`src/sv/ssfm_pkg.sv`:
```
package ssfm_pkg;

    localparam int MAX_PATTERN_BYTES = 32;
    localparam int WINDOW_DEPTH      = MAX_PATTERN_BYTES - 1;
    localparam int PATTERN_SLOTS     = 32;
    localparam int PAT_IDX_W         = 5;
    localparam int LEN_W             = 6;
    localparam int COUNT_W           = 32;
    localparam int CFG_WORDS         = 4;
    localparam int CFG_DATA_W        = 64;
    localparam int CFG_IDX_W         = 3;

    localparam logic [COUNT_W-1:0] COUNT_MAX = {COUNT_W{1'b1}};

    localparam logic [CFG_IDX_W-1:0] CFG_PAT_0_7   = 3'd0;
    localparam logic [CFG_IDX_W-1:0] CFG_PAT_8_15  = 3'd1;
    localparam logic [CFG_IDX_W-1:0] CFG_PAT_16_23 = 3'd2;
    localparam logic [CFG_IDX_W-1:0] CFG_PAT_24_31 = 3'd3;
    localparam logic [CFG_IDX_W-1:0] CFG_LENGTH    = 3'd4;

    typedef struct packed {
        logic [PATTERN_SLOTS-1:0][7:0] bytes;
        logic [LEN_W-1:0]              len;
    } t_pattern;

    typedef struct packed {
        logic               emit;
        logic               found;
        logic [COUNT_W-1:0] offset;
    } t_step_res;

endpackage

```
`src/sv/ssfm_cfg.sv`:
```
module ssfm_cfg
    import ssfm_pkg::*;
(
    input  logic                  i_clk,
    input  logic                  i_rst_n,
    input  logic                  i_wr,
    input  logic [CFG_IDX_W-1:0]  i_index,
    input  logic [CFG_DATA_W-1:0] i_data,
    output t_pattern              o_pattern
);

    logic [CFG_WORDS-1:0][CFG_DATA_W-1:0] r_words;
    logic [LEN_W-1:0]                     r_len;

    always_ff @(posedge i_clk) begin
        if (!i_rst_n) begin
            r_words <= '0;
            r_len   <= '0;
        end else if (i_wr) begin
            unique case (i_index)
                CFG_PAT_0_7:   r_words[0] <= i_data;
                CFG_PAT_8_15:  r_words[1] <= i_data;
                CFG_PAT_16_23: r_words[2] <= i_data;
                CFG_PAT_24_31: r_words[3] <= i_data;
                CFG_LENGTH:    r_len      <= i_data[LEN_W-1:0];
                default: begin
                end
            endcase
        end
    end

    assign o_pattern.bytes = r_words;
    assign o_pattern.len   = r_len;

endmodule

```
`src/sv/ssfm_engine.sv`:
```
module ssfm_engine
    import ssfm_pkg::*;
(
    input  logic      i_clk,
    input  logic      i_rst_n,
    input  logic      i_adv,
    input  logic [7:0] i_byte,
    input  logic      i_last,
    input  t_pattern  i_pattern,
    output t_step_res o_res
);

    logic [WINDOW_DEPTH-1:0][7:0] r_window;
    logic [COUNT_W-1:0]           r_count;
    logic                         r_matched;

    logic [MAX_PATTERN_BYTES-1:0][7:0] w_view;
    logic [MAX_PATTERN_BYTES-1:0]      w_ok;
    logic                              w_overflow;
    logic [COUNT_W-1:0]                n_count;
    logic                              w_len_ok;
    logic                              w_hit;

    always_comb begin
        logic [LEN_W-1:0] idx_full;
        w_view[0] = i_byte;
        for (int k = 1; k < MAX_PATTERN_BYTES; k++) begin
            w_view[k] = r_window[k-1];
        end
        for (int k = 0; k < MAX_PATTERN_BYTES; k++) begin
            idx_full = i_pattern.len - LEN_W'(1) - LEN_W'(k);
            w_ok[k]  = (LEN_W'(k) >= i_pattern.len) ||
                       (i_pattern.bytes[idx_full[PAT_IDX_W-1:0]] == w_view[k]);
        end
    end

    assign w_overflow = (r_count == COUNT_MAX);
    assign n_count    = w_overflow ? COUNT_MAX : r_count + COUNT_W'(1);
    assign w_len_ok   = (i_pattern.len != '0) &&
                        (i_pattern.len <= LEN_W'(MAX_PATTERN_BYTES)) &&
                        (n_count >= COUNT_W'(i_pattern.len));
    assign w_hit      = !r_matched && w_len_ok && (&w_ok);

    assign o_res.emit   = !r_matched && (w_hit || i_last);
    assign o_res.found  = w_hit;
    assign o_res.offset = !w_hit     ? '0 :
                          w_overflow ? COUNT_MAX :
                                       n_count - COUNT_W'(i_pattern.len);

    always_ff @(posedge i_clk) begin
        if (!i_rst_n) begin
            r_count   <= '0;
            r_matched <= 1'b0;
        end else if (i_adv) begin
            if (i_last) begin
                r_count   <= '0;
                r_matched <= 1'b0;
            end else if (!r_matched) begin
                r_count   <= n_count;
                r_matched <= w_hit;
            end
        end
    end

    always_ff @(posedge i_clk) begin
        if (i_adv && !i_last) begin
            r_window[0] <= i_byte;
            for (int k = 1; k < WINDOW_DEPTH; k++) begin
                r_window[k] <= r_window[k-1];
            end
        end
    end

endmodule

```
`src/sv/substring_search_first_match.sv`:
```
// Channel   Direction  Request                 Fields (tdata / tuser)
// s_axis    in         one text byte           tdata: text_byte[7:0]; tlast: end_of_text
// m_axis    out        one search result       tdata: match_offset[31:0]; tuser: found
// cfg       in         one register write      index 0-3 pattern words, 4 pattern length
//
// One byte a cycle while the result register is not stalled: a byte is held in the
// input register, then one compare of the whole 32-byte window sets the result register.
// At most one result per text; a byte that gives none is still consumed.
// Reset clears the pattern, byte count, match flag and both valid flags.
// A stalled result holds the byte behind it; one byte further back stalls input.
module substring_search_first_match
    import ssfm_pkg::*;
(
    input  logic                  i_clk,
    input  logic                  i_rst_n,
    input  logic                  s_axis_tvalid,
    output logic                  s_axis_tready,
    input  logic [7:0]            s_axis_tdata,   // [7:0] text_byte
    input  logic                  s_axis_tlast,
    output logic                  m_axis_tvalid,
    input  logic                  m_axis_tready,
    output logic [COUNT_W-1:0]    m_axis_tdata,   // [31:0] match_offset
    output logic                  m_axis_tuser,   // [0] found
    input  logic                  i_cfg_valid,
    output logic                  o_cfg_ready,
    input  logic [CFG_IDX_W-1:0]  i_cfg_index,
    input  logic [CFG_DATA_W-1:0] i_cfg_data
);

    logic               r_in_valid;
    logic [7:0]         r_in_byte;
    logic               r_in_last;
    logic               r_out_valid;
    logic               r_out_found;
    logic [COUNT_W-1:0] r_out_offset;

    logic      w_adv;
    t_pattern  w_pattern;
    t_step_res w_res;

    assign o_cfg_ready   = 1'b1;
    assign w_adv         = r_in_valid && (!r_out_valid || m_axis_tready);
    assign s_axis_tready = !r_in_valid || w_adv;

    ssfm_cfg u_cfg (
        .i_clk     (i_clk),
        .i_rst_n   (i_rst_n),
        .i_wr      (i_cfg_valid),
        .i_index   (i_cfg_index),
        .i_data    (i_cfg_data),
        .o_pattern (w_pattern)
    );

    ssfm_engine u_engine (
        .i_clk     (i_clk),
        .i_rst_n   (i_rst_n),
        .i_adv     (w_adv),
        .i_byte    (r_in_byte),
        .i_last    (r_in_last),
        .i_pattern (w_pattern),
        .o_res     (w_res)
    );

    always_ff @(posedge i_clk) begin
        if (!i_rst_n) begin
            r_in_valid <= 1'b0;
        end else if (s_axis_tready) begin
            r_in_valid <= s_axis_tvalid;
        end
    end

    always_ff @(posedge i_clk) begin
        if (s_axis_tready && s_axis_tvalid) begin
            r_in_byte <= s_axis_tdata;
            r_in_last <= s_axis_tlast;
        end
    end

    always_ff @(posedge i_clk) begin
        if (!i_rst_n) begin
            r_out_valid <= 1'b0;
        end else if (w_adv) begin
            r_out_valid <= w_res.emit;
        end else if (m_axis_tready) begin
            r_out_valid <= 1'b0;
        end
    end

    always_ff @(posedge i_clk) begin
        if (w_adv && w_res.emit) begin
            r_out_found  <= w_res.found;
            r_out_offset <= w_res.offset;
        end
    end

    assign m_axis_tvalid = r_out_valid;
    assign m_axis_tdata  = r_out_offset;
    assign m_axis_tuser  = r_out_found;

endmodule

```
`config.mk`:
```
export PLATFORM = sky130hd
export DESIGN_NAME = substring_search_first_match
export DESIGN_NICKNAME = d
export VERILOG_FILES = /design/src/sv/ssfm_pkg.sv /design/src/sv/ssfm_cfg.sv /design/src/sv/ssfm_engine.sv /design/src/sv/substring_search_first_match.sv
export SDC_FILE = /design/constraint.sdc
export NUM_CORES = 2
export LEC_CHECK = 0
export BUFFER_PORTS_ARGS = -buffer_cell sky130_fd_sc_hd__buf_2
export CORE_MARGIN = 5
export CORE_UTILIZATION = 45
export DETAILED_ROUTE_END_ITERATION = 7
export MAX_ROUTING_LAYER = met4
export SYNTH_ARGS = -nofsm -noshare
export SYNTH_HDL_FRONTEND = slang
export SYNTH_SLANG_ARGS = --single-unit
export TNS_END_PERCENT = 50
```
`constraint.sdc`:
```
create_clock -name i_clk -period 28.8 [get_ports i_clk]
set_clock_uncertainty 0.05 [all_clocks]
set_input_delay 5.76 -clock i_clk [delete_from_list [all_inputs] [get_ports i_clk]]
set_output_delay 5.76 -clock i_clk [all_outputs]
set_load 0.02 [all_outputs]
```
==> qor.yml <==
yosys:
  ys_seq_area_frac: 0.346
  synthFlopType: "dfxtp_1"
  async_flop_share: 0
  synth.distinct_cells: 88
  synth_cells: 4494
  synth_edf_count: 290
  ys_warn_count: 0
  synth-seq-cells: 587
  synthesis.area_um2: 42300
  syn_nets: 4592
  postSynthAreaPerCell_um2: 9.42
setup_path:
  start_kind: "input port"
  worstSetupEndpointType: "output pin"
  critPathBufInv: 2
  worstPathRequired_ps: 22990
  cp_top_family: "simple AND/OR/NAND/NOR gates"
  cp_max_fo: 6
  critPathSlowestCell: "nor2b_1"
  cpPeakStageDelay_ps: 300
  startpoint: "m_axis_tready"
  crit_arrival_ps: 6440
  critPathMostFrequentCell: "buf_2"
  regToRegStartpoint: "u_cfg.r_len[0]$_SDFFE_PN0P_"
  cp_cell_sequence: "buf_2 > nor2b_1 > nand2_1 > buf_2"
  path_class: "in2out"
routing:
  drt_pass1_iterations: 7
  drc: 0
  routed_wl_mm: 205
  initialDrtViolationCount: 5948
  vias: 38266
  wire_per_inst_um: 35.7
  detail-route-antenna-nets: 0
  avgViaCountPerCell: 6.65
timing:
  timing.final.crit_period_ps: 12250
  hold_viol: 0
  setup_viol: 0
  maxSlewViolCount: 0
  fmaxAchievable_mhz: 81.6
  finalSetupTns_ps: 0
  holdWs_ps: 408
  worst_slew_pin_slew_ps: 1350
  max_slew_margin: 0.0737
  rsz0062_at_grt: "false"
  finalCritPeriodShare: 0.425
global_route:
  grt.overflow.total: 0
  track_usage: 0.410
  grt_max_degree: 149
  antenna_found_initial: 5
  grt_first_pass_wirelength_mm: 278
  grt_pass1_vias: 34419
placed_design:
  gp_congestion: 1.14
  port_buffers: 115
  dpl.hpwl_mm: 161
  placed_area_um2: 43800
clocking:
  postCtsHoldBufs: 0
  clock-sinks: 587
  cts_buffer_depth: 3
  post_cts_buffers: 0
  tritoncts: "built"
  cts_root_buffer: "clkbuf_16"
  numCtsBuffers: 72
  ctsResizeCount: 0
  clk_pin_slew_ps: 50
  clk-insertion-delay-late_ps: 680
  htreeDepth: 3
final_layout:
  final_common_cell: "nand2_1"
  syn2layout_area_growth_pct: 8.89
  final_cell_mix: "813 x nand2_1, 446 x a21oi_1, 294 x dfxtp_1, 290 x edfxtp_1, 262 x mux2i_1"
  fin_nets: 4536
  fin_area_um2: 46100
  drive_above_1_share: 0.155
floorplanning:
  die_area_um2: 100000
  pin_count: 117
  coreArea_um2: 93300
  die_h_um: 317
  start_util: 0.454
  row_count: 112
  die_w_um: 317
run:
  cap_violations: 0
min_path:
  holdCritStartpoint: "u_engine.r_window[45]$_DFFE_PP_"
  holdCritPathClass: "reg2reg"
power:
  irDropWorstVdd_uv: 47.5
  finalPower_mw: 2.22
  leakage_nw: 15.1
  power_density_nw_per_um2: 48.1
run_status:
  status: "complete, no violations"
==> synth_stat cells, types with 9 or more instances <==
library cell / n / area, um2
and4_1: 10 / 87.6
mux4_2: 234 / 5270
o211ai_1: 35 / 263
buf_1: 23 / 86.3
nand2_1: 814 / 3060
o211a_1: 9 / 90.1
buf_2: 100 / 500
ha_1: 16 / 200
a21oi_1: 446 / 2230
nand3_1: 83 / 415
a22o_1: 16 / 140
o22ai_1: 37 / 231
and2_1: 31 / 194
buf_6: 10 / 113
inv_1: 23 / 86.3
mux2_2: 87 / 980
a21boi_0: 17 / 128
or4_1: 12 / 90.1
clkbuf_1: 155 / 582
a222oi_1: 11 / 110
nand4_1: 101 / 632
and3_1: 69 / 432
or3_1: 23 / 144
nor2b_1: 14 / 87.6
o21a_1: 10 / 75.1
a21o_1: 11 / 82.6
nor4_1: 79 / 494
nand2b_1: 43 / 269
a211oi_1: 44 / 330
o21ai_0: 152 / 761
dfxtp_1: 297 / 5950
edfxtp_1: 290 / 8710
mux2i_1: 262 / 2620
xor2_1: 221 / 1940
buf_4: 35 / 263
a211o_1: 12 / 105
a22oi_1: 50 / 375
or2_2: 22 / 138
nor3_1: 56 / 280
xnor2_1: 249 / 2180
nor2_1: 182 / 683
==> metal layers <==
metal	routed length, um	GRT usage	up-vias
li1	-	-	16469
met1	78700	0.516	19017
met2	86600	0.588	2255
met3	22500	0.113	525
met4	17300	0.254	0
met5	0	-	-
==> area by class of cell <==
type	instances	area [um2]
clock buffers	91	1950
inverters	28	118
repair buffers	193	1200
diodes	3	7.51
multi-input cells	3556	26200
clock inverters	39	370
well taps	1254	1570
fillers	8934	47200
flip-flops and latches	587	14700
==> state kept, by name, summed over array words and instances (netlist names), 6 cells and up <==
name and cells:
u_cfg.o_pattern 256, u_engine.r_window 248, m_axis_tdata 32, u_engine.r_count 32, r_in_byte 8, u_cfg.r_len 6
==> power breakdown <==
| part | internal [mW] | switching [mW] | leakage [nW] |
|---|---|---|---|
| logic | 0.124 | 0.249 | 8.94 |
| registers | 0.896 | 0.0283 | 5.05 |
| clock network | 0.527 | 0.394 | 1.13 |
==> worst paths after layout <==
kind,endpoint,slack [ps],cells after the start
max,s_axis_tready,16550,4
min reg2reg,u_engine.r_window[53]$_DFFE_PP_,410,0
max reg2reg,m_axis_tdata[8]$_SDFFCE_PN0P_,20290,18
min,u_engine.r_window[53]$_DFFE_PP_,410,0
==> per-stage QoR <==
stage | instances | setup WS [ps] | utilization
2_1_floorplan | 4494 | 11600 | -
3_3_place_gp | 5618 | 16540 | 0.469
3_5_place_dp | 5618 | 16540 | 0.469
4_1_cts | 5748 | 16540 | 0.494
5_1_grt | 5750 | 16470 | 0.494
6_report | 5751 | 16550 | 0.494
==> kinds of logic (layout without fill, tap and decap cells) <==
| logic type | after synthesis | in the layout | synth area share |
|---|---|---|---|
| and+or+nand+nor | 1567 | 1567 | 0.171 |
| AOI/OAI and AO/OA | 914 | 914 | 0.130 |
| DFF | 587 | 587 | 0.346 |
| muxes | 583 | 583 | 0.210 |
| xor gates and xnor gates | 474 | 474 | 0.0991 |
| buffers and inverters | 351 | 351 | 0.0389 |
| adders and majority gates | 17 | 17 | 0.00520 |
| other | 1 | 4 | 0.0000886 |
Power figures use the tool's default switching activity.
